==> src/sv/tbc_pkg.sv <==
`default_nettype none

package tbc_pkg;

   // Result fields
   localparam int NORMAL_WIDTH    = 34;
   localparam int NUM_NORMALS     = 3;
   localparam int RSP_TDATA_WIDTH = ((NUM_NORMALS * NORMAL_WIDTH + 7) / 8) * 8;

   // Vertex fields per triangle
   localparam int NUM_COORDS = 9;

   // Configuration port
   localparam int CSR_ADDR_WIDTH = 2;

   typedef enum logic [CSR_ADDR_WIDTH-1:0] {
      CSR_CAMERA_X = 2'd0,
      CSR_CAMERA_Y = 2'd1,
      CSR_CAMERA_Z = 2'd2
   } csr_index_type;

   // Queue status seen by both sides
   typedef struct packed {
      logic full;
      logic empty;
   } q_status_type;

endpackage

`default_nettype wire

==> src/sv/tbc_queue.sv <==
`default_nettype none

// Small FIFO between front and back.
module tbc_queue #(
   parameter int WIDTH = 153,
   parameter int DEPTH = 4
) (
   input  wire logic              clock,
   input  wire logic              reset,
   input  wire logic              push_valid,
   input  wire logic [WIDTH-1:0]  push_data,
   input  wire logic              pop_ready,
   output logic [WIDTH-1:0]       pop_data,
   output tbc_pkg::q_status_type  q_status
);

   localparam int PW = (DEPTH > 1) ? $clog2(DEPTH) : 1;
   localparam int CW = $clog2(DEPTH + 1);

   logic [WIDTH-1:0] mem_ff [DEPTH];
   logic [PW-1:0]    wr_ptr_ff, wr_ptr_in, rd_ptr_ff, rd_ptr_in;
   logic [CW-1:0]    count_ff, count_in;
   logic             push, pop;

   assign q_status.full  = (count_ff == CW'(DEPTH));
   assign q_status.empty = (count_ff == '0);
   assign push = push_valid && !q_status.full;
   assign pop  = pop_ready && !q_status.empty;

   always_comb begin
      wr_ptr_in = wr_ptr_ff;
      rd_ptr_in = rd_ptr_ff;
      count_in  = count_ff;
      if (push) begin
         wr_ptr_in = (wr_ptr_ff == PW'(DEPTH - 1)) ? '0 : wr_ptr_ff + 1'b1;
      end
      if (pop) begin
         rd_ptr_in = (rd_ptr_ff == PW'(DEPTH - 1)) ? '0 : rd_ptr_ff + 1'b1;
      end
      if (push && !pop) begin
         count_in = count_ff + 1'b1;
      end else if (pop && !push) begin
         count_in = count_ff - 1'b1;
      end
   end

   always_ff @(posedge clock) begin
      if (reset) begin
         wr_ptr_ff <= '0;
         rd_ptr_ff <= '0;
         count_ff  <= '0;
      end else begin
         wr_ptr_ff <= wr_ptr_in;
         rd_ptr_ff <= rd_ptr_in;
         count_ff  <= count_in;
      end
   end

   always_ff @(posedge clock) begin
      if (push) begin
         mem_ff[wr_ptr_ff] <= push_data;
      end
   end

   assign pop_data = mem_ff[rd_ptr_ff];

   // occupancy bookkeeping
   a_count_bound: assert property (@(posedge clock) disable iff (reset)
      count_ff <= CW'(DEPTH))
      else $error("queue count beyond depth");

   a_count_track: assert property (@(posedge clock) disable iff (reset)
      (push && !pop) |=> (count_ff == $past(count_ff) + 1'b1))
      else $error("queue count missed a push");

   a_ptr_gap: assert property (@(posedge clock) disable iff (reset)
      (count_ff == '0) |-> (wr_ptr_ff == rd_ptr_ff))
      else $error("queue pointers apart while empty");

endmodule

`default_nettype wire

==> config.mk <==
export PLATFORM = sky130hd
export DESIGN_NAME = tbc_queue
export DESIGN_NICKNAME = d
export VERILOG_FILES = /design/src/sv/tbc_pkg.sv /design/src/sv/tbc_queue.sv
export SDC_FILE = /design/constraint.sdc
export NUM_CORES = 1
export LEC_CHECK = 0
export BUFFER_PORTS_ARGS = -buffer_cell sky130_fd_sc_hd__buf_4
export CAP_MARGIN = 30
export CELL_PAD_IN_SITES_DETAIL_PLACEMENT = 1
export CELL_PAD_IN_SITES_GLOBAL_PLACEMENT = 1
export CORE_ASPECT_RATIO = 0.6
export CORE_MARGIN = 2
export CORE_UTILIZATION = 40
export CTS_BUF_LIST = sky130_fd_sc_hd__clkbuf_2 sky130_fd_sc_hd__clkbuf_4 sky130_fd_sc_hd__clkbuf_8
export CTS_CLUSTER_SIZE = 25
export DETAILED_ROUTE_END_ITERATION = 6
export HOLD_SLACK_MARGIN = 0.05
export PLACE_DENSITY_LB_ADDON = 0.1
export SYNTH_ARGS = -nofsm -noshare
export SYNTH_HDL_FRONTEND = slang
export SYNTH_SLANG_ARGS = --single-unit
==> constraint.sdc <==
create_clock -name clock -period 12.16 [get_ports clock]
set_input_delay 2.432 -clock clock [delete_from_list [all_inputs] [get_ports clock]]
set_output_delay 2.432 -clock clock [all_outputs]
set_load 0.01 [all_outputs]
==> run_results.csv, run 1 <==
group,metric,value,unit
status,outcome,"completed",
cts,clockBufferDepth,3,
routing,first_pass_iters,4,
power,powerDensity,204,mW/mm²
routing,drt_iter0_drc,645,
critical_path,crit_top_cell,"buf_4",
power,power_switching,1.48,mW
power,p_seq_share,47.3,%
cts,htree_levels,3,
floorplan,fp.dieW,310,µm
critical_path,critPathTopFamily,"buffers and inverters",
power,netSwitchingFraction,26.1,%
floorplan,num_io_pins,312,
grt,grt_overflow,0,
logic_synthesis,syn-cell-area,0.0225,mm²
routing,drtAntennaViolNets,0,
flow_run,drv_cap,0,
power,comb_power_share,22.1,%
grt,antenna_found_initial,3,
power,peakVddDrop,0.0876,mV
critical_path,worstPathCellList,"buf_4 > buf_4 > mux4_2 > buf_4",
cts,cts_tree,"built",
routing,drc,0,
placement,place_congestion,0.719,
critical_path,required,9.73,ns
cts,cts_setup_buffers,0,
logic_synthesis,ys_ff_latch,621,
timing,clock_skew,0.0208,ns
cts,clkSinkCount,621,
cells_and_area,fin_area,0.0277,mm²
timing,fin_tns_setup,0,ns
critical_path,endpoint_kind,"output port",
logic_synthesis,ys_seq_area_share,82.5,%
critical_path,worstPathArrival,3.32,ns
timing,worst_pin_slew,0.935,ns
routing,vias_per_cell,4.90,
critical_path,cp_max_fo,36,
logic_synthesis,yosys_warnings,0,
cells_and_area,layout_common_cells,"edfxtp_1, buf_4, mux4_2",
placement,dp_hpwl,29000,µm
power,internal_power,4.17,mW
placement,port_buffers,311,
grt,grt_pass1_wl,72800,µm
min_path,hp-class,"flop to flop",
cells_and_area,postLayoutCoreUtil,49.6,%
grt,grt_util_met2,26.0,%
floorplan,rows,67,
critical_path,crit_buf_inv,3,
power,p_leak,9.22,nW
timing,slew_viol_final,0,
routing,vias,10200,
critical_path,path_depth,4,
cells_and_area,drive_gt1_share,48.2,%
timing,rsz0062_at_grt,"false",
placement,placedCellCount,1899,
grt,grt_max_degree,58,
logic_synthesis,ys_types,23,
routing,wl,48700,µm
critical_path,cpMaxStageDelayCell,"dfxtp_4",
timing,finalSetupViolCount,0,
cts,cts-buffers-inserted,94,
min_path,hold_depth,2,
timing,period_share,47.3,%
critical_path,critical_path_class,"flop to output port",
cells_and_area,final_common_cell,"edfxtp_1",
grt,busiest_layer,"met2",
critical_path,worstSetupStartpointType,"flop",
routing,avgRoutedWirePerCell,23.5,µm
grt,grt_usage,16.9,%
floorplan,dieArea,0.0582,mm²
grt,grt_pass1_vias,11300,
floorplan,die_h,188,µm
cts,ctsHoldBuffers,0,
grt,met1_usage,23.1,%
logic_synthesis,syn_avg_cell_area,26.5,µm²
cells_and_area,final_nets,1400,
timing,period_needed,5.75,ns
floorplan,initial_utilization,40.4,%
critical_path,cp_slowest_stage_delay,0.71,ns
cells_and_area,fin_cells,2073,
placement,placed_area,0.0258,mm²
timing,slew_headroom,37.7,%
power,pwr-share-clk,30.6,%
cts,clk_latency,0.67,ns
logic_synthesis,syn-num-nets,1013,
cells_and_area,areaGrowthSynthToFinish,22.9,%
timing,hold_viol_final,0,
cts,cts.clk_slew.worst_paths,0.06,ns
timing,fmax,0.174,GHz
logic_synthesis,synth_cells,849,
cts,cts_resized,0,
cts,root_buffer,"clkbuf_8",
floorplan,coreArea,0.0557,mm²
critical_path,reg2reg_depth,4,
grt,use_met3,5.64,%
-- cell usage after synthesis --
cell	number	area [µm²]
edfxtp_1	612	18400
a21oi_1	3	15.0
dfxtp_1	9	180
nand2_1	1	3.75
inv_1	4	15.0
mux2i_1	2	20.0
ha_1	6	75.1
xor2_1	2	17.5
or3b_1	1	8.76
o21ai_0	2	10.0
clkbuf_1	7	26.3
buf_1	2	7.51
nor3_1	2	10.0
or3_1	2	12.5
inv_2	1	3.75
mux4_2	153	3450
buf_2	18	90.1
buf_6	9	101
o31ai_1	2	15.0
and3_1	4	25.0
nor2_1	4	15.0
nand3_1	2	10.0
fa_1	1	20.0
-- kinds of logic (layout without fill, tap and decap cells) --
family                     count (synthesis)  count (layout)  share of synthesized area, %
AOI/OAI and AO/OA                          7               7                         0.178
buffers and inverters                     41             504                          1.08
and+or+nand+nor                           16              16                         0.378
DFF                                      621             621                          82.5
other                                      0               2                             0
adders and majority gates                  7               7                         0.423
xor gates and xnor gates                   2               2                        0.0778
muxes                                    155             155                          15.4
-- final timing paths --
check | start | end | slack [ns]
hold reg to reg | rd_ptr_ff[0]$_SDFFE_PP0P_ | flop | 0.51
hold / removal | rd_ptr_ff[0]$_SDFFE_PP0P_ | flop | 0.51
setup reg to reg | count_ff[0]$_SDFFE_PP0P_ | mem_ff[1][131]$_DFFE_PP_ | 8.57
setup / recovery | flop | pop_data[147] | 6.41
-- layer usage --
metal	vias to the layer above	routed length (µm)
met5	-	11
met4	2	816
met3	66	3250
met2	231	23100
met1	5386	21500
li1	4468	-
-- power by group through the flow --
stage / sequential (mW) / clock [mW] / combinational, mW
floorplan: 2.70 / 0 / 0.722
global placement: 2.72 / 0 / 1.26
detailed placement: 2.72 / 0 / 1.28
CTS: 2.68 / 1.79 / 1.29
global route: 2.69 / 1.88 / 1.34
finish: 2.67 / 1.73 / 1.25
-- flip-flops by register name, summed over array words and instances (netlist names), named ones only --
| name | flops |
|---|---|
| wr_ptr_ff | 2 |
| count_ff | 3 |
| rd_ptr_ff | 2 |
| mem_ff | 612 |
-- final cells by class --
cell class | instances | area [µm²]
antenna | 2 | 5.00
clock buffer | 128 | 1560
clock inverter | 44 | 330
timing repair buffer | 327 | 2510
sequential | 621 | 18600
tap | 759 | 950
fill | 4975 | 28100
multi-input combinational | 187 | 3720
inverter | 5 | 18.8
-- worst register-to-register path: stages (launching register included) --
cell	delay (ns)
dfxtp_1	0.44
or3b_1	0.30
and3_4	0.84
buf_4	0.87
buf_4	0.72
-- stage by stage --
stage / hold slack [ns] / setup WS, ns / power, mW
after floorplan: 0.463 / 5.64 / 3.42
after global placement: 0.508 / 6.42 / 3.97
after detailed placement: 0.503 / 6.67 / 4.00
after CTS: 0.519 / 6.17 / 5.76
after global routing: 0.547 / 6.07 / 5.91
final: 0.512 / 6.41 / 5.65
No activity file was read; power rests on OpenSTA's default activity.
==> inputs of run 2 (changes only) <==
==> constraint.sdc (replaced) <==
create_clock -name clock -period 4.9 [get_ports clock]
set_input_delay 0.98 -clock clock [delete_from_list [all_inputs] [get_ports clock]]
set_output_delay 0.98 -clock clock [all_outputs]
set_load 0.01 [all_outputs]
==> run_results.csv, run 2 (synthesis gave the netlist of run 1 again) <==
group,metric,value,unit
routing,avgRoutedWirePerCell,23.1,µm
cells_and_area,diodes,0,
floorplan,initial_utilization,40.4,%
critical_path,timing.rr.end,"count_ff[2]$_SDFFE_PP0P_",
power,p_leak,9.26,nW
cts,cts-buffers-inserted,93,
routing,first_pass_iters,4,
placement,placedCellCount,1913,
floorplan,die_h,188,µm
grt,grt_pass1_wl,72200,µm
timing,period_needed,3.58,ns
cells_and_area,final_common_cell,"edfxtp_1",
grt,antenna_found_initial,4,
timing,slew_viol_final,0,
cts,cts_setup_buffers,0,
routing,drtAntennaViolNets,0,
floorplan,dieArea,0.0582,mm²
routing,drc,0,
critical_path,endpoint_kind,"output port",
placement,place_congestion,0.688,
cts,cts_resized,0,
critical_path,timing.rr.start,"count_ff[0]$_SDFFE_PP0P_",
timing,period_share,73.0,%
routing,vias,10300,
cts,clockBufferDepth,3,
critical_path,required,3.92,ns
cells_and_area,fin_cells,2075,
floorplan,rows,67,
cts,cts_tree,"built",
routing,vias_per_cell,4.94,
floorplan,num_io_pins,312,
cells_and_area,reg_top3,"mem_ff x612, count_ff x3",
critical_path,worstPathArrival,2.60,ns
power,power_switching,3.65,mW
cts,clkSinkCount,621,
power,comb_power_share,22.8,%
routing,wl,48000,µm
grt,grt_overflow,0,
timing,slew_headroom,36.5,%
power,internal_power,10.2,mW
cells_and_area,layout_common_cells,"edfxtp_1, buf_4, mux4_2",
min_path,hold_depth,1,
timing,hold_viol_final,0,
min_path,holdPathEnd,"mem_ff[1][36]$_DFFE_PP_",
cts,clk_latency,0.68,ns
routing,drt_iter0_drc,653,
power,powerDensity,500,mW/mm²
cells_and_area,drive_gt1_share,48.9,%
cells_and_area,final_nets,1413,
power,pwr-share-clk,29.6,%
critical_path,cp_max_fo,39,
floorplan,fp.dieW,310,µm
grt,grt_usage,16.8,%
timing,fmax,0.280,GHz
critical_path,worstSetupStartpointType,"flop",
cts,root_buffer,"clkbuf_8",
cells_and_area,top_register,"mem_ff",
min_path,hp-class,"input pin to flop",
placement,dp_hpwl,29900,µm
cts,htree_levels,3,
power,peakVddDrop,0.266,mV
timing,finalSetupViolCount,0,
cells_and_area,fillers,5002,
timing,worst_pin_slew,0.952,ns
grt,grt_max_degree,64,
placement,port_buffers,311,
timing,fin_tns_setup,0,ns
critical_path,rrSetupSlack,2.48,ns
power,netSwitchingFraction,26.3,%
cells_and_area,areaGrowthSynthToFinish,23.2,%
timing,clock_skew,0.0167,ns
min_path,hold_path.startpoint,"push_data[36]",
power,p_seq_share,47.6,%
flow_run,drv_cap,0,
critical_path,critical_path_class,"flop to output port",
cts,cts.clk_slew.worst_paths,0.06,ns
status,outcome,"completed",
grt,grt_pass1_vias,11400,
cells_and_area,largest_reg_flops,612,
floorplan,coreArea,0.0557,mm²
cts,ctsHoldBuffers,0,
critical_path,reg2reg_depth,7,
timing,rsz0062_at_grt,"false",
==> run 2: cell type report <==
cell class / count / area, µm² / share of cell area (%)
clock buffer: 130 / 1560 / 5.62
clock inverter: 32 / 213 / 0.767
inverter: 5 / 18.8 / 0.0677
multi-input combinational: 187 / 3720 / 13.4
sequential: 621 / 18600 / 67.0
tap: 759 / 950 / 3.43
timing repair buffer: 341 / 2700 / 9.73
==> run 2: per-stage QoR <==
stage / hold WS (ns) / total power [mW] / util (%) / area (µm²) / setup WS [ns]
3_3_place_gp: 0.477 / 9.95 / 46.5 / 25900 / 1.91
5_1_grt: 0.436 / 14.5 / 49.7 / 27700 / 1.07
4_1_cts: 0.411 / 14.1 / 49.7 / 27700 / 1.14
3_5_place_dp: 0.494 / 9.98 / 46.6 / 26000 / 1.91
2_1_floorplan: 0.463 / 8.43 / - / 22500 / 1.59
6_report: 0.502 / 13.9 / 49.7 / 27700 / 1.32
==> run 2: power by group through the flow <==
stage / Sequential, mW / Clock, mW / Combinational [mW]
after floorplan: 6.64 / 0 / 1.79
after global placement: 6.73 / 0 / 3.22
after detailed placement: 6.73 / 0 / 3.25
after CTS: 6.62 / 4.26 / 3.26
after global routing: 6.66 / 4.46 / 3.40
final: 6.61 / 4.10 / 3.16
==> run 2: metal layers <==
metal / wire length [µm] / track usage (%)
met5: 41 / 0
met4: 939 / 5.07
met3: 3460 / 5.92
met2: 23600 / 26.6
met1: 19900 / 21.9
==> run 2: worst max-delay path: stages (launching register included) <==
cell     delay, ns
dfxtp_4       0.74
buf_12        0.38
mux4_2        0.58
buf_4         0.17
==> run 2: how the worst max path moves through the flow <==
stage / from / to / slack, ns / cells after the start
6_report: flop / pop_data[111] / 1.32 / 3
5_1_grt: flop / pop_data[53] / 1.07 / 3
4_1_cts: flop / pop_data[56] / 1.14 / 3
3_5_place_dp: flop / pop_data[56] / 1.91 / 3
3_3_place_gp: flop / pop_data[56] / 1.91 / 3
2_1_floorplan: push_valid / mem_ff[2][0]$_DFFE_PP_ / 1.59 / 1
==> inputs of run 3 (changes only) <==
==> constraint.sdc (replaced) <==
create_clock -name clock -period 3 [get_ports clock]
set_input_delay 0.6 -clock clock [delete_from_list [all_inputs] [get_ports clock]]
set_output_delay 0.6 -clock clock [all_outputs]
set_load 0.01 [all_outputs]
==> run_results.csv, run 3 (synthesis gave the netlist of run 1 again) <==
group,metric,value,unit
status,outcome,"completed",
cells_and_area,final_common_cell,"edfxtp_1",
cts,clockBufferDepth,3,
grt,grt_usage,17.5,%
grt,grt_pass1_wl,75300,µm
cells_and_area,drive_gt1_share,47.6,%
min_path,hold_depth,1,
timing,worst_pin_slew,0.647,ns
power,p_total,22.6,mW
cts,cts_tree,"built",
cells_and_area,fillers,5030,
critical_path,required,2.40,ns
critical_path,timing.rr.start,"count_ff[1]$_SDFFE_PP0P_",
critical_path,endpoint_kind,"output port",
routing,drtAntennaViolNets,0,
critical_path,rrSetupSlack,0.58,ns
grt,grt_overflow,0,
critical_path,timing.rr.end,"count_ff[2]$_SDFFE_PP0P_",
routing,wl,49600,µm
timing,slew_headroom,56.9,%
cts,clk_latency,0.67,ns
timing,slew_viol_final,0,
power,p_leak,9.56,nW
critical_path,cp_max_fo,30,
cells_and_area,layout_common_cells,"edfxtp_1, buf_4, mux4_2",
floorplan,fp.dieW,310,µm
min_path,hp-class,"input pin to flop",
floorplan,coreArea,0.0557,mm²
timing,finalSetupViolCount,0,
routing,first_pass_iters,4,
cells_and_area,fin_cells,2145,
cells_and_area,ff_latch_area,0.0186,mm²
critical_path,worstPathArrival,2.21,ns
cts,cts-buffers-inserted,91,
timing,period_needed,2.81,ns
cts,htree_levels,3,
critical_path,critical_path_class,"flop to output port",
flow_run,drv_cap,0,
routing,avgRoutedWirePerCell,23.1,µm
critical_path,worstSetupStartpointType,"flop",
grt,grt_max_degree,58,
cts,cts_resized,0,
placement,place_congestion,0.738,
timing,hold_viol_final,0,
timing,rsz0062_at_grt,"false",
critical_path,reg2reg_depth,9,
cells_and_area,reg_top3,"mem_ff x612, count_ff x3",
cts,cts.clk_slew.worst_paths,0.06,ns
power,peakVddDrop,0.367,mV
floorplan,num_io_pins,312,
grt,grt_pass1_vias,11700,
cells_and_area,fin_area,0.0284,mm²
placement,dp_hpwl,30600,µm
floorplan,initial_utilization,40.4,%
cells_and_area,multi_input_area,0.00372,mm²
routing,drc,0,
floorplan,rows,67,
routing,vias,10600,
floorplan,dieArea,0.0582,mm²
timing,fin_tns_setup,0,ns
power,powerDensity,797,mW/mm²
cts,clkSinkCount,621,
timing,fmax,0.356,GHz
min_path,holdPathEnd,"mem_ff[3][54]$_DFFE_PP_",
timing,clock_skew,0.0186,ns
cells_and_area,final_nets,1474,
placement,placed_area,0.0261,mm²
cells_and_area,areaGrowthSynthToFinish,26.2,%
placement,port_buffers,311,
routing,drt_iter0_drc,632,
cts,root_buffer,"clkbuf_8",
cells_and_area,largest_reg_flops,612,
timing,worst_hold_slack,0.135,ns
cells_and_area,top_register,"mem_ff",
floorplan,die_h,188,µm
placement,placedCellCount,1921,
routing,vias_per_cell,4.92,
grt,antenna_found_initial,3,
min_path,hold_path.startpoint,"push_data[54]",
timing,period_share,93.5,%
run 3: how the worst max path moves through the flow:
stage | from | slack [ns] | depth (start not counted) | to
after floorplan | count_ff[0]$_SDFFE_PP0P_ | -0.01 | 3 | mem_ff[0][0]$_DFFE_PP_
after global routing | flop | 0.02 | 4 | pop_data[77]
final | flop | 0.19 | 4 | pop_data[77]
after CTS | flop | 0.07 | 4 | pop_data[77]
after detailed placement | count_ff[0]$_SDFFE_PP0P_ | 0.59 | 9 | count_ff[2]$_SDFFE_PP0P_
after global placement | count_ff[0]$_SDFFE_PP0P_ | 0.68 | 9 | count_ff[2]$_SDFFE_PP0P_
run 3: metrics by stage:
step	setup slack, ns	utilization, %
floorplan	-0.0148	-
global placement	0.679	46.9
detailed placement	0.593	46.9
CTS	0.0685	50.9
global route	0.0206	50.9
finish	0.194	51.0
run 3: layer usage:
metal | share of wire [%] | global-route usage [%] | vias up
li1 | - | - | 4618
met1 | 44 | 24.3 | 5619
met2 | 48 | 26.5 | 237
met3 | 5.9 | 5.35 | 79
met4 | 2.2 | 5.52 | 0
met5 | 0 | 0 | -
run 3: worst max-delay path: stages (launching register included):
cell	delay (ns)
dfxtp_4	0.36
buf_12	0.16
buf_12	0.26
mux4_2	0.56
buf_4	0.17
run 3: final cells by class:
type	count	share of cell area [%]
Sequential cell	621	65.4
Multi-Input combinational cell	187	13.1
Timing Repair Buffer	404	12.1
Clock buffer	126	5.38
Tap cell	759	3.34
Clock inverter	40	0.665
Inverter	5	0.0661
Antenna cell	3	0.0264
run 3: report_power, final:
part | total, mW | internal [mW] | switching (mW) | leakage [nW]
registers | 10.7 | 10.5 | 0.207 | 5.68
clock network | 6.47 | 3.31 | 3.16 | 0.930
logic | 5.48 | 2.83 | 2.65 | 2.94
run 3: what timing repair did:
item                                   in CTS  in global routing
setup endpoints to repair                 108                  0
endpoints found under the hold margin     170                  0
setup buffers                               4                  0
hold buffers                               51                  0
