`src/sv/tbc_pkg.sv`:
```
`default_nettype none

package tbc_pkg;

   // Result fields
   localparam int NORMAL_WIDTH    = 34;
   localparam int NUM_NORMALS     = 3;
   localparam int RSP_TDATA_WIDTH = ((NUM_NORMALS * NORMAL_WIDTH + 7) / 8) * 8;

   // Vertex fields per triangle
   localparam int NUM_COORDS = 9;

   // Configuration port
   localparam int CSR_ADDR_WIDTH = 2;

   typedef enum logic [CSR_ADDR_WIDTH-1:0] {
      CSR_CAMERA_X = 2'd0,
      CSR_CAMERA_Y = 2'd1,
      CSR_CAMERA_Z = 2'd2
   } csr_index_type;

   // Queue status seen by both sides
   typedef struct packed {
      logic full;
      logic empty;
   } q_status_type;

endpackage

`default_nettype wire

```
`src/sv/tbc_front.sv`:
```
`default_nettype none

// Front: takes triangles, holds camera registers, forms edge and eye vectors.
module tbc_front #(
   parameter int COORD_WIDTH = 16
) (
   input  wire logic                                   clock,
   input  wire logic                                   reset,
   input  wire logic                                   req_tvalid,
   output logic                                        req_tready,
   input  wire logic [((tbc_pkg::NUM_COORDS*COORD_WIDTH+7)/8)*8-1:0] req_tdata,
   input  wire logic                                   csr_we,
   input  wire logic [tbc_pkg::CSR_ADDR_WIDTH-1:0]     csr_addr,
   input  wire logic [COORD_WIDTH-1:0]                 csr_wdata,
   input  wire tbc_pkg::q_status_type                  q_status,
   output logic                                        fr_valid,
   output logic [9*(COORD_WIDTH+1)-1:0]                fr_data
);

   localparam int W  = COORD_WIDTH;
   localparam int DW = COORD_WIDTH + 1;

   logic signed [W-1:0] cam_x_ff, cam_y_ff, cam_z_ff;
   logic signed [W-1:0] v0x, v0y, v0z, v1x, v1y, v1z, v2x, v2y, v2z;
   logic                valid_ff;
   logic [9*DW-1:0]     data_ff, data_in;

   always_ff @(posedge clock) begin
      if (reset) begin
         cam_x_ff <= '0;
         cam_y_ff <= '0;
         cam_z_ff <= '0;
      end else if (csr_we) begin
         unique case (tbc_pkg::csr_index_type'(csr_addr))
            tbc_pkg::CSR_CAMERA_X: cam_x_ff <= csr_wdata;
            tbc_pkg::CSR_CAMERA_Y: cam_y_ff <= csr_wdata;
            tbc_pkg::CSR_CAMERA_Z: cam_z_ff <= csr_wdata;
            default: ;
         endcase
      end
   end

   assign v0x = $signed(req_tdata[0*W +: W]);
   assign v0y = $signed(req_tdata[1*W +: W]);
   assign v0z = $signed(req_tdata[2*W +: W]);
   assign v1x = $signed(req_tdata[3*W +: W]);
   assign v1y = $signed(req_tdata[4*W +: W]);
   assign v1z = $signed(req_tdata[5*W +: W]);
   assign v2x = $signed(req_tdata[6*W +: W]);
   assign v2y = $signed(req_tdata[7*W +: W]);
   assign v2z = $signed(req_tdata[8*W +: W]);

   // order: ax ay az bx by bz ex ey ez, lowest first
   always_comb begin
      data_in[0*DW +: DW] = DW'(v0x) - DW'(v1x);
      data_in[1*DW +: DW] = DW'(v0y) - DW'(v1y);
      data_in[2*DW +: DW] = DW'(v0z) - DW'(v1z);
      data_in[3*DW +: DW] = DW'(v0x) - DW'(v2x);
      data_in[4*DW +: DW] = DW'(v0y) - DW'(v2y);
      data_in[5*DW +: DW] = DW'(v0z) - DW'(v2z);
      data_in[6*DW +: DW] = DW'(v0x) - DW'(cam_x_ff);
      data_in[7*DW +: DW] = DW'(v0y) - DW'(cam_y_ff);
      data_in[8*DW +: DW] = DW'(v0z) - DW'(cam_z_ff);
   end

   assign req_tready = !valid_ff || !q_status.full;

   always_ff @(posedge clock) begin
      if (reset) begin
         valid_ff <= 1'b0;
      end else if (req_tready) begin
         valid_ff <= req_tvalid;
      end
   end

   always_ff @(posedge clock) begin
      if (req_tvalid && req_tready) begin
         data_ff <= data_in;
      end
   end

   assign fr_valid = valid_ff;
   assign fr_data  = data_ff;

endmodule

`default_nettype wire

```
`config.mk`:
```
export PLATFORM = sky130hd
export DESIGN_NAME = tbc_front
export DESIGN_NICKNAME = d
export VERILOG_FILES = /design/src/sv/tbc_pkg.sv /design/src/sv/tbc_front.sv
export SDC_FILE = /design/constraint.sdc
export NUM_CORES = 1
export LEC_CHECK = 0
export ABC_AREA = 1
export BUFFER_PORTS_ARGS = -buffer_cell sky130_fd_sc_hd__buf_2
export CAP_MARGIN = 25
export CORE_MARGIN = 10
export CORE_UTILIZATION = 38
export DETAILED_ROUTE_END_ITERATION = 6
export MAX_ROUTING_LAYER = met4
export SKIP_LAST_GASP = 1
export SYNTH_ARGS = -nofsm -noshare
export SYNTH_HDL_FRONTEND = slang
export SYNTH_SLANG_ARGS = --single-unit
```
`constraint.sdc`:
```
create_clock -name clock -period 18.15 [get_ports clock]
set_clock_uncertainty 0.15 [all_clocks]
set_input_delay 3.63 -clock clock [delete_from_list [all_inputs] [get_ports clock]]
set_output_delay 3.63 -clock clock [all_outputs]
set_load 0.02 [all_outputs]
```
==> out/results.txt, run 1 <==
The count of nets left with antenna violations once routing finished came out at 0. Final-layout fill cell count: 4191. The portion of the post-synthesis area used by sequential elements is 35.67%, and the global-route wire length before repair is 74640 um.

The tools report the leakage power figure as 10.93 nW. The tool flagged a number of max-cap violations equal to 0. The routed via count is 14530, and the number of cells upsized or downsized after cts is 0. The post-route netlist has 14.32% of its cells at a drive strength greater than 1. The tools report the number of global-route vias before repair as 14140. Once placement completed, the tool counted placed cells totaling 3105. The final hold violation count was 0; the share of total power consumed by net switching was 33.56%. For this run, the top clock speed supported by timing is 128.5 MHz. The count of boundary I/O pins was 323. The largest individual stage delay along the critical path comes from the cell sky130_fd_sc_hd__buf_2. The final design instance area without fill was 0.01881 mm2; the post-place instance area was 0.01782 mm2. STA puts the critical path data required time at 14.37 ns. The net count of the mapped netlist came out at 2585.

Dominant cell type by area after synthesis: sky130_fd_sc_hd__edfxtp_1. The number of buffers added to fix hold violations after cts is 0, and the clock-pin slew reported for the worst setup and hold paths after clock tree synthesis is 0.05 ns. Of the post-synthesis cell area, the dominant cell type holds 29.39%. Kind of end point of the critical path: an output pin.

The signal on the critical path passes through buf_2, nand2_1, buf_2. The first detailed-routing pass took 5 iterations. The worst setup path is of the input pin to output pin kind. In this run the cell area of the synthesized design comes to 0.01563 mm2. Routability-driven placement finished with a final weighted congestion of 0.9522. The time the worst path needs with I/O delays and setup is 7.784 ns.

Along the worst path, the maximum fanout reaches 2. Using the TritonRoute via totals, the vias-per-cell ratio works out to 4.596. The ratio of final minimum period to clock period works out to 42.89%. By instance count, the cell type seen most on the critical path is sky130_fd_sc_hd__buf_2. TritonCTS built the clock tree. Sequential share of power: 36.3%.

Setup violations remaining at the end of the flow were counted as 0. The power share of the combinational group is 28.7%. The flow ran to the end, and the final reports show no timing, DRC or antenna violations. The depth of the CTS H-tree is 1. Global routing used 19.20% of the available tracks.

For this configuration, the core starts out at a cell density of 38.37%. The multi-input combinational cells in the finished layout cover a total of 0.007810 mm2. The region available for standard cell placement spans 0.04074 mm2.

Cell internal power was estimated by the tool at 0.001060 W. Once layout is complete, the cells apart from fillers number 3162. The tree built by TritonCTS fans out to 202 sinks. The normalized max-slew margin is 27.50%, and the number of DRC violations after detailed routing is 0. The arrival time reported for the critical path endpoint is 4.00 ns. The tools report the initial antenna violation count as 4. For the worst hold slack across all endpoints, the log shows 0.3186 ns. By area the synthesized netlist is led by sky130_fd_sc_hd__edfxtp_1 (29%), sky130_fd_sc_hd__nand2_1 (20%), sky130_fd_sc_hd__inv_1 (14%).

Total clock buffers created by CTS: 28. A synthesized cell averages 6.905 um2. The analysis attributes to net switching a power of 0.0005355 W. The growth of design area from synthesis to finish is 20.31%. Global-route congestion overflow total: 0. Setup repair after global routing left no endpoint under its margin. The height of the chip was 222.8 um.

The clock passes through at most 3 buffers. The pin count of the biggest net entering global routing was 75; the die width was 222.8 um. Gate count of the mapped netlist: 2264. In this run the post-CTS setup repair buffer count came out at 0.

The worst voltage drop across the vdd grid was 57.47 uV. The path class of the tightest hold or removal check is register to register. The tools report the total negative slack as 0 ns. The worst stage delay on the critical path was 0.17 ns; the cell area power density was 84.85 mW/mm2. The number of different library cells used by synthesis comes to 21. During placement, the flow inserted port buffers numbering 321.

In the final routed layout, each cell accounts on average for 15.09 um. The run gives 35.0% as the clock share of power. The synthesized design contains 202 register bits. Slew at the pin closest to its max-slew limit: 1.088 ns. Wires add up to 47710 um.

The number of warnings printed during yosys synthesis was 0; the area of the die was 0.04965 mm2. The tools report the number of violations reported at the end of detailed-routing iteration 0 as 834. CTS placed an instance of sky130_fd_sc_hd__clkbuf_16 at the clock tree root. Clock latency on the worst-skew pair, taken at its later pin, is 0.55 ns. Registers take 0.005575 mm2. The run gives 0 as the final count of pins violating max slew.

Kind of start point of the critical path: an input pin. The tools report the estimated wirelength of the detail-placed design as 39140 um. The final layout contains 2925 nets. The row count came out at 74.
[kinds of logic after synthesis]
kind of cell | synth area share, %
simple gates | 28.38
buf+inv | 14.45
flops | 35.67
fa+ha+maj | 12.68
compound gates | 5.299
xor+xnor | 3.530
[power groups by stage]
stage	clock (W)	combinational, W	sequential, W
5_1_grt	0.000592	0.000520	0.000583
6_report	0.000558	0.000458	0.000579
4_1_cts	0.000574	0.000462	0.000580
2_1_floorplan	0	0.000257	0.000646
3_3_place_gp	0	0.000454	0.000588
3_5_place_dp	0	0.000459	0.000588
[layer usage]
| metal | GRT usage [%] | vias to the layer above | wire length, um |
|---|---|---|---|
| met5 | - | - | 0 |
| met4 | 3.967 | 0 | 745 |
| met3 | 3.361 | 54 | 2934 |
| met2 | 31.77 | 362 | 22430 |
| met1 | 24.15 | 6484 | 21600 |
| li1 | - | 7633 | - |
[state kept, by name, summed over array words and instances (netlist names)]
| register | cells |
|---|---|
| fr_valid | 1 |
| cam_z_ff | 16 |
| cam_x_ff | 16 |
| cam_y_ff | 16 |
| fr_data | 153 |
[cells in the final DEF (no fill, tap or decap), types with 41 or more instances in the layout]
cell                       netlist  routed
sky130_fd_sc_hd__a211oi_1       42      42
sky130_fd_sc_hd__dfxtp_1        49      49
sky130_fd_sc_hd__inv_1         572     572
sky130_fd_sc_hd__buf_2           2     321
sky130_fd_sc_hd__edfxtp_1      153     153
sky130_fd_sc_hd__nor2_1        112     112
sky130_fd_sc_hd__ha_1          144     144
sky130_fd_sc_hd__nand2_1       850     850
sky130_fd_sc_hd__a21oi_1        95      94
sky130_fd_sc_hd__nand3_1       103     103
sky130_fd_sc_hd__xor2_1         41      41
[per-stage QoR]
| stage | setup slack [ns] | utilization, % | total power (W) |
|---|---|---|---|
| 6_report | 10.37 | 46.16 | 0.001596 |
| 5_1_grt | 10.36 | 46.16 | 0.001695 |
| 4_1_cts | 10.37 | 46.07 | 0.001615 |
| 3_5_place_dp | 10.37 | 43.74 | 0.001047 |
| 3_3_place_gp | 10.38 | 43.74 | 0.001042 |
| 2_1_floorplan | 6.255 | - | 0.0009033 |
[cell usage after synthesis, drive strengths merged]
master / n
a211oi: 45
ha: 144
nor2: 112
a21oi: 95
nor3: 36
fa: 9
xnor2: 22
buf: 11
edfxtp: 153
clkbuf: 3
nand2: 850
nand4: 3
or2: 13
dfxtp: 49
xor2: 41
inv: 572
nand3: 106
[area by class of cell]
type	count	area share, %
multi-input combinational	1476	41.53
timing repair buffer	324	8.769
antenna	4	0.05322
inverter	572	11.42
clock inverter	11	0.4591
tap	532	3.539
sequential	202	29.65
clock buffer	41	4.591
[critical path, delay by kind of cell]
| family | cells | cell delay (ns) |
|---|---|---|
| buf+inv | 2 | 0.29 |
| simple gates | 1 | 0.08 |
[final timing paths]
check	startpoint	end	slack [ns]	cells after the start
setup / recovery	q_status[1]	req_tready	10.37	3
hold / removal	cam_y_ff[7]	cam_y_ff[7]	0.32	2
setup reg to reg	fr_valid	fr_data[134]	15.05	4
hold reg to reg	cam_y_ff[7]	cam_y_ff[7]	0.32	2
No activity file was read; power rests on OpenSTA's default activity.
==> run 2, diff against run 1 <==
Clock period 18.15 ns to 8.1 ns, I/O delays scaled along.
==> run 2 against run 1 <==
  * Cell count shrank 0.13%
  * Sequential share of layout area hardly changed
  * Setup slack worse by 6.0 ns
  * Clock power is 130% higher
  * Flip-flop and latch count unchanged
  * Cell area barely moved
  * Die area stayed put
  * Power up 130%
  * Critical path depth unchanged
  * Non-clock buffer count grew 1
  * Via count decreased by 1.4%
  * Core utilization barely moved
  * Largest cell class unchanged
==> out/results.txt, run 2 (same netlist as run 1, synthesis figures left out) <==
The run finished with clean final reports. The final count of pins violating max slew is 0 (unchanged). The run gives 0.9007 (was 0.9522) as the routability-driven placement congestion ratio. The growth of design area from synthesis to finish was 20.30% (was 20.31%). Kind of end point of the critical path: an output pin (unchanged). Worst-case register-to-register setup slack: 6.01 ns (was 15.05 ns).

The cell area power density was 191.4 mW/mm2 (was 84.85 mW/mm2). The initial core utilization came out at 38.37% (unchanged). For the worst endpoint required time, the log shows 6.33 ns (was 14.37 ns). The number of DRC violations after detailed routing was 0 (unchanged). The routed via count came out at 14330 (was 14530).

The run gives 0.002406 W (was 0.001060 W) as the cell internal power dissipation. The die width is 222.8 um (unchanged), and the insertion delay to the later sink of the worst-skew pair is 0.55 ns (about the same). The leakage power figure is 10.92 nW (was 10.93 nW). Commonest cells after routing, fill and taps aside: sky130_fd_sc_hd__nand2_1 (850), sky130_fd_sc_hd__inv_1 (572), sky130_fd_sc_hd__buf_2 (321), sky130_fd_sc_hd__edfxtp_1 (153), sky130_fd_sc_hd__ha_1 (144) (unchanged). The worst hold path cell count is 2 (unchanged), and the routed length per instance is 15.02 um (was 15.09 um). Number of cells upsized or downsized after cts: 0 (unchanged).

Worst hold path class: register to register (unchanged). Path depth of the worst reg2reg path: 10 (was 4). The combined global-route utilization of all metal layers is 19.34% (was 19.20%). Global-route congestion overflow total: 0 (unchanged). Launch instance of the worst register-to-register path: cam_x_ff[0] (was fr_valid). The maximum net fanout on the critical path came out at 2 (unchanged). The ratio of final minimum period to clock period is 46.26%.

The tools report the worst voltage drop across the vdd grid as 130.1 uV (was 57.47 uV). The worst hold slack across all endpoints was 0.3187 ns (was 0.3186 ns). The max-cap violation count was 0 (unchanged). The final design instance area without fill is 0.01881 mm2 (about the same). TritonCTS built the clock tree.

The number of flip-flops under the largest register name was 153 (unchanged). The number of buffers on the longest clock path is 3 (unchanged). Power spent charging and discharging nets: 0.001194 W (was 0.0005355 W). The height of the chip was 222.8 um (unchanged); the remaining antenna violation count was 0 (unchanged).

The tools report the critical path launch point as q_status[1] (unchanged). The power share of the combinational group was 28.5% (was 28.7%). Setup repair after global routing left no endpoint under its margin. Sequential share of power: 36.0% (was 36.3%). Clock share of power: 35.5% (was 35.0%).

The final hold violation count is 0 (unchanged), and the slew at the pin closest to its max-slew limit is 0.9164 ns (was 1.088 ns). The initial antenna violation count is 3 (was 4). The logs give 0 (unchanged) for the number of buffers added to fix hold violations after cts and 2924 (was 2925) for the net total in the final layout.

The hold path startpoint is cam_z_ff[3] (was cam_y_ff[7]). The run gives 47440 um (was 47710 um) as the wire length after detailed routing. Total negative slack: 0 ns (unchanged). For the post-place instance area, the log shows 0.01782 mm2 (unchanged).

Worst setup path category: input pin to output pin (unchanged). The clock-pin slew reported for the worst setup and hold paths after clock tree synthesis was 0.06 ns (was 0.05 ns); the pin count of the biggest net entering global routing was 70 (was 75). The tools report the global-route wire length before repair as 75070 um (was 74640 um).

For the total clock buffers created by CTS, the log shows 26 (was 28). The ratio of routed vias to standard cells works out to 4.538 (was 4.596). The share of total power consumed by net switching is 33.16% (was 33.56%), and the number of clock sinks seen by CTS is 202 (unchanged). The arrival time reported for the critical path endpoint came out at 1.98 ns (was 4.00 ns).

The count of boundary I/O pins is 323 (unchanged). The run gives 39200 um (was 39140 um) as the estimated wirelength of the detail-placed design. The fraction of final layout cells with drive strength greater than 1 came out at 14.30% (was 14.32%). Number of global-route vias before repair: 14140 (about the same). The endpoint with the worst hold slack is cam_z_ff[3] (was cam_y_ff[7]).

End of the worst register-to-register path: fr_data[116] (was fr_data[134]). The tools report the normalized max-slew margin as 38.91% (was 27.50%). The leading cell type in the layout, fill and taps excluded was sky130_fd_sc_hd__nand2_1 (unchanged). The logs give 5 (unchanged) for the number of detailed-route iterations in the first pass and 1 (unchanged) for the depth of the CTS H-tree. The total setup buffers inserted after CTS was 0 (unchanged); the final count of negative-setup-slack endpoints was 0 (unchanged). The core region area was 0.04074 mm2 (unchanged); the number of violations reported at the end of detailed-routing iteration 0 was 822 (was 834).

The area of the die came out at 0.04965 mm2 (unchanged). The tools report the clock tree root driver cell as sky130_fd_sc_hd__clkbuf_16 (unchanged). Subtracting the final worst setup slack from the clock period gives 3.747 ns.

Row count: 74 (unchanged). The number of port buffers was 321 (unchanged). For this run, the top clock speed supported by timing is 266.9 MHz. The kind of start point of the critical path is an input pin (unchanged).
[run 2: changes by cell type in the layout (fill, tap and decap cells not counted), moves of 2 or more]
cell / change
sky130_fd_sc_hd__clkinvlp_4: +2
sky130_fd_sc_hd__bufinv_16: +5
sky130_fd_sc_hd__clkbuf_16: -4
sky130_fd_sc_hd__clkbuf_1: -3
sky130_fd_sc_hd__clkbuf_8: -5
sky130_fd_sc_hd__buf_12: +2
[run 2: final cells by class]
cell class,instances,area [um2]
fill,4199,21930
multi-input combinational,1476,7810
sequential,202,5575
inverter,572,2147
timing repair buffer,325,1662
clock buffer,29,683.2
tap,532,665.6
clock inverter,19,255.2
antenna,3,7.507
[run 2: layer usage]
metal / vias to the layer above / share of wire (%) / wire length [um] / GRT usage, %
met4: 0 / 1.8 / 839 / 4.294
met1: 6325 / 46 / 21620 / 24.36
met3: 52 / 6.3 / 3006 / 3.584
li1: 7610 / - / - / -
met5: - / 0 / 0 / -
met2: 343 / 46 / 21970 / 31.69
[run 2: critical path, cell delays in order]
cell	delay, ns
sky130_fd_sc_hd__buf_2	0.12
sky130_fd_sc_hd__nand2_1	0.07
sky130_fd_sc_hd__buf_2	0.16
[run 2: power groups by stage]
| stage | Combinational [W] | Clock (W) | Sequential [W] |
|---|---|---|---|
| 5_1_grt | 0.00117 | 0.00136 | 0.00131 |
| 4_1_cts | 0.00103 | 0.00132 | 0.00130 |
| 2_1_floorplan | 0.000576 | 0 | 0.00144 |
| 3_3_place_gp | 0.00102 | 0 | 0.00132 |
| 6_report | 0.00102 | 0.00128 | 0.00130 |
| 3_5_place_dp | 0.00103 | 0 | 0.00132 |
[run 2: stage by stage]
stage / total power [W] / util [%] / std cells / setup WS (ns)
2_1_floorplan: 0.002018 / - / 2264 / 1.680
3_3_place_gp: 0.002337 / 43.74 / 3105 / 4.133
3_5_place_dp: 0.002347 / 43.74 / 3105 / 4.087
4_1_cts: 0.003648 / 46.04 / 3153 / 4.352
5_1_grt: 0.003835 / 46.16 / 3158 / 4.337
6_report: 0.003600 / 46.16 / 3158 / 4.353
[run 2: how the worst max path moves through the flow]
stage / to
2_1_floorplan: fr_data[0]
3_3_place_gp: fr_data[127]
3_5_place_dp: fr_data[83]
4_1_cts: req_tready
5_1_grt: req_tready
6_report: req_tready
==> run 3, diff against run 2 <==
Clock period 8.1 ns to 3.38 ns, I/O delays scaled along.
==> run 3 against run 2 <==
  * Register-to-register slack worse by 4.7 ns
  * Combinational power up 140%
  * Non-clock buffer count down 1
  * Flip-flop and latch count unchanged
  * Sequential power up 140%
  * Power up 130%
  * Via count up 0.76%
  * Critical path type is now input pin to register
  * Highest routed layer unchanged
==> out/results.txt, run 3 (same netlist as run 1, synthesis figures left out) <==
The leakage power figure is 10.88 nW (was 10.92 nW). Number of port buffers: 321 (unchanged). The tools report the overall power as 0.008340 W (was 0.003600 W).

Launch instance of the worst register-to-register path: cam_x_ff[0] (unchanged). The tools report the kind of end point of the critical path as a register (was an output pin). Commonest cells after routing, fill and taps aside: sky130_fd_sc_hd__nand2_1 (850), sky130_fd_sc_hd__inv_1 (571), sky130_fd_sc_hd__buf_2 (321), sky130_fd_sc_hd__edfxtp_1 (153), sky130_fd_sc_hd__ha_1 (144) (was sky130_fd_sc_hd__nand2_1 (850), sky130_fd_sc_hd__inv_1 (572), sky130_fd_sc_hd__buf_2 (321), sky130_fd_sc_hd__edfxtp_1 (153), sky130_fd_sc_hd__ha_1 (144)).

The logs give 0 (unchanged) for the total setup buffers inserted after CTS and 1.30 ns (was 6.01 ns) for the worst-case register-to-register setup slack. The run finished with clean final reports. The routed length per instance is 15.04 um (was 15.02 um). Of the available clock period, the critical path in the final layout requires 61.59%. The final count of pins violating max slew is 0 (unchanged), and the area of the die is 0.04965 mm2 (unchanged). The die width works out to 222.8 um (unchanged). Clock-pin slew reported for the worst setup and hold paths after clock tree synthesis: 0.05 ns (was 0.06 ns).

For the total clock buffers created by CTS, the log shows 26 (unchanged). The tools report the global-route wire length before repair as 75450 um (was 75070 um). Initial core utilization: 38.37% (unchanged). The number of DRC violations after detailed routing was 0 (unchanged). The worst hold path class was input pin to register (was register to register).

The run gives 2923 (was 2924) as the net total in the final layout. Routed via count: 14440 (was 14330). The tools report the end of the worst register-to-register path as fr_data[116] (unchanged). The final hold violation count is 0 (unchanged), and the path depth of the worst reg2reg path is 10 (unchanged). The number of placed cells counting well taps came out at 3105 (unchanged).

Setup repair after global routing left no endpoint under its margin. The global-route congestion overflow total was 0 (unchanged); the insertion delay to the later sink of the worst-skew pair was 0.54 ns (was 0.55 ns). The max-cap violation count was 0 (unchanged); the height of the chip was 222.8 um (unchanged). Series of cell instances along the critical path: buf_2, inv_1, ha_1, fa_1, inv_1, nand2_1, nand2_1, nand3_1, nand2_1, nand2_1, nand3_1, nand2_1 (was buf_2, nand2_1, buf_2). The tools report the clock tree root driver cell as sky130_fd_sc_hd__clkbuf_16 (unchanged). The remaining antenna violation count was 0 (unchanged). The final count of negative-setup-slack endpoints came out at 0 (unchanged).

Endpoint with the worst hold slack: cam_y_ff[12] (was cam_z_ff[3]). The fraction of final layout cells with drive strength greater than 1 came out at 14.04% (was 14.30%). The number of buffers and inverters on the critical path came out at 3 (was 2).

Most prevalent standard cell on the critical path: sky130_fd_sc_hd__nand2_1 (was sky130_fd_sc_hd__buf_2). Number of violations reported at the end of detailed-routing iteration 0: 717 (was 822). The number of flip-flops under the largest register name came out at 153 (unchanged). The routability-driven placement congestion ratio is 0.9122 (was 0.9007), and the cell area power density is 445.7 mW/mm2 (was 191.4 mW/mm2). The ratio of routed vias to standard cells is 4.569 (was 4.538).

Derived from the worst setup path, the maximum achievable clock frequency is 480.4 MHz. The core region area was 0.04074 mm2 (unchanged); the count of placed standard cells in the final layout, fillers left out was 3160 (was 3158). For the worst voltage drop across the vdd grid, the log shows 287.0 uV (was 130.1 uV). The worst hold slack across all endpoints is 0.2451 ns (was 0.3187 ns), and the time the worst path needs with I/O delays and setup is 2.082 ns. Hold path startpoint: reset (was cam_z_ff[3]). For the worst endpoint required time, the log shows 3.52 ns (was 6.33 ns). TritonCTS built the clock tree. The pin count of the biggest net entering global routing is 100 (was 70), and the initial antenna violation count is 6 (was 3). The number of detailed-route iterations in the first pass was 7 (was 5); the number of cells upsized or downsized after cts was 0 (unchanged). The row count came out at 74 (unchanged). The normalized max-slew margin was 49.89% (was 38.91%); the number of buffers added to fix hold violations after cts was 0 (unchanged).

The worst setup path category was input pin to register (was input pin to output pin). The leading cell type in the layout, fill and taps excluded is sky130_fd_sc_hd__nand2_1 (unchanged). The worst hold path cell count was 2 (unchanged); the post-place instance area was 0.01783 mm2 (was 0.01782 mm2). The kind of start point of the critical path is an input pin (unchanged). The number of global-route vias before repair is 14390 (was 14140).

The slew at the pin closest to its max-slew limit is 0.7517 ns (was 0.9164 ns). The estimated wirelength of the detail-placed design is 39250 um (was 39200 um), and the number of clock sinks seen by CTS is 202 (unchanged). The depth of the CTS H-tree was 1 (unchanged). The number of buffers on the longest clock path is 3 (unchanged), and the maximum net fanout on the critical path is 3 (was 2). The worst stage delay on the critical path was 0.40 ns (was 0.16 ns). The tools report the arrival time reported for the critical path endpoint as 2.22 ns (was 1.98 ns). The family with the most delay on the worst path was simple AND/OR/NAND/NOR gates (was buffers and inverters).

For the combined global-route utilization of all metal layers, the log shows 19.45% (was 19.34%). The wire length after detailed routing was 47520 um (was 47440 um); the final design instance area without fill was 0.01871 mm2 (was 0.01881 mm2). The run gives 323 (unchanged) as the count of boundary I/O pins. The worst-path cell with the longest stage delay was sky130_fd_sc_hd__fa_1 (was sky130_fd_sc_hd__buf_2). The growth of design area from synthesis to finish was 19.71% (was 20.30%).
-- run 3: per-layer routing --
layer	routed length [um]	GRT usage [%]	up-vias
li1	-	-	7603
met5	0	-	-
met4	1472	6.321	0
met3	2806	3.820	88
met1	21490	23.74	6403
met2	21760	31.71	345
-- run 3: final cells by class --
type                    instances  area (um2)
flip-flops and latches        202        5575
clock inverters                16       148.9
inverters                     572        2150
clock buffers                  32       694.4
well taps                     532       665.6
repair buffers                324        1654
multi-input cells            1476        7810
diodes                          6       15.01
fillers                      4241       22030
-- run 3: worst max-delay path by stage --
stage                      start            to  depth (start not counted)
detailed placement  req_tdata[0]  fr_data[116]                         12
finish              req_tdata[0]  fr_data[116]                         12
global placement    req_tdata[0]  fr_data[116]                         12
CTS                  cam_z_ff[0]  fr_data[152]                         10
global route         cam_x_ff[0]  fr_data[114]                         10
floorplan            q_status[1]    fr_data[0]                          1
-- run 3: report_power, final --
| part | switching [W] | internal, W |
|---|---|---|
| sequential | 0.0000805 | 0.00303 |
| clock | 0.00110 | 0.00168 |
| combinational | 0.00163 | 0.000825 |
-- run 3: stage by stage --
step | setup slack (ns) | utilization [%] | TNS (ns)
floorplan | -0.3982 | - | -60.92
global placement | 0.7731 | 43.78 | 0
detailed placement | 0.7400 | 43.78 | 0
CTS | 1.285 | 45.85 | 0
global route | 1.110 | 45.93 | 0
finish | 1.298 | 45.93 | 0
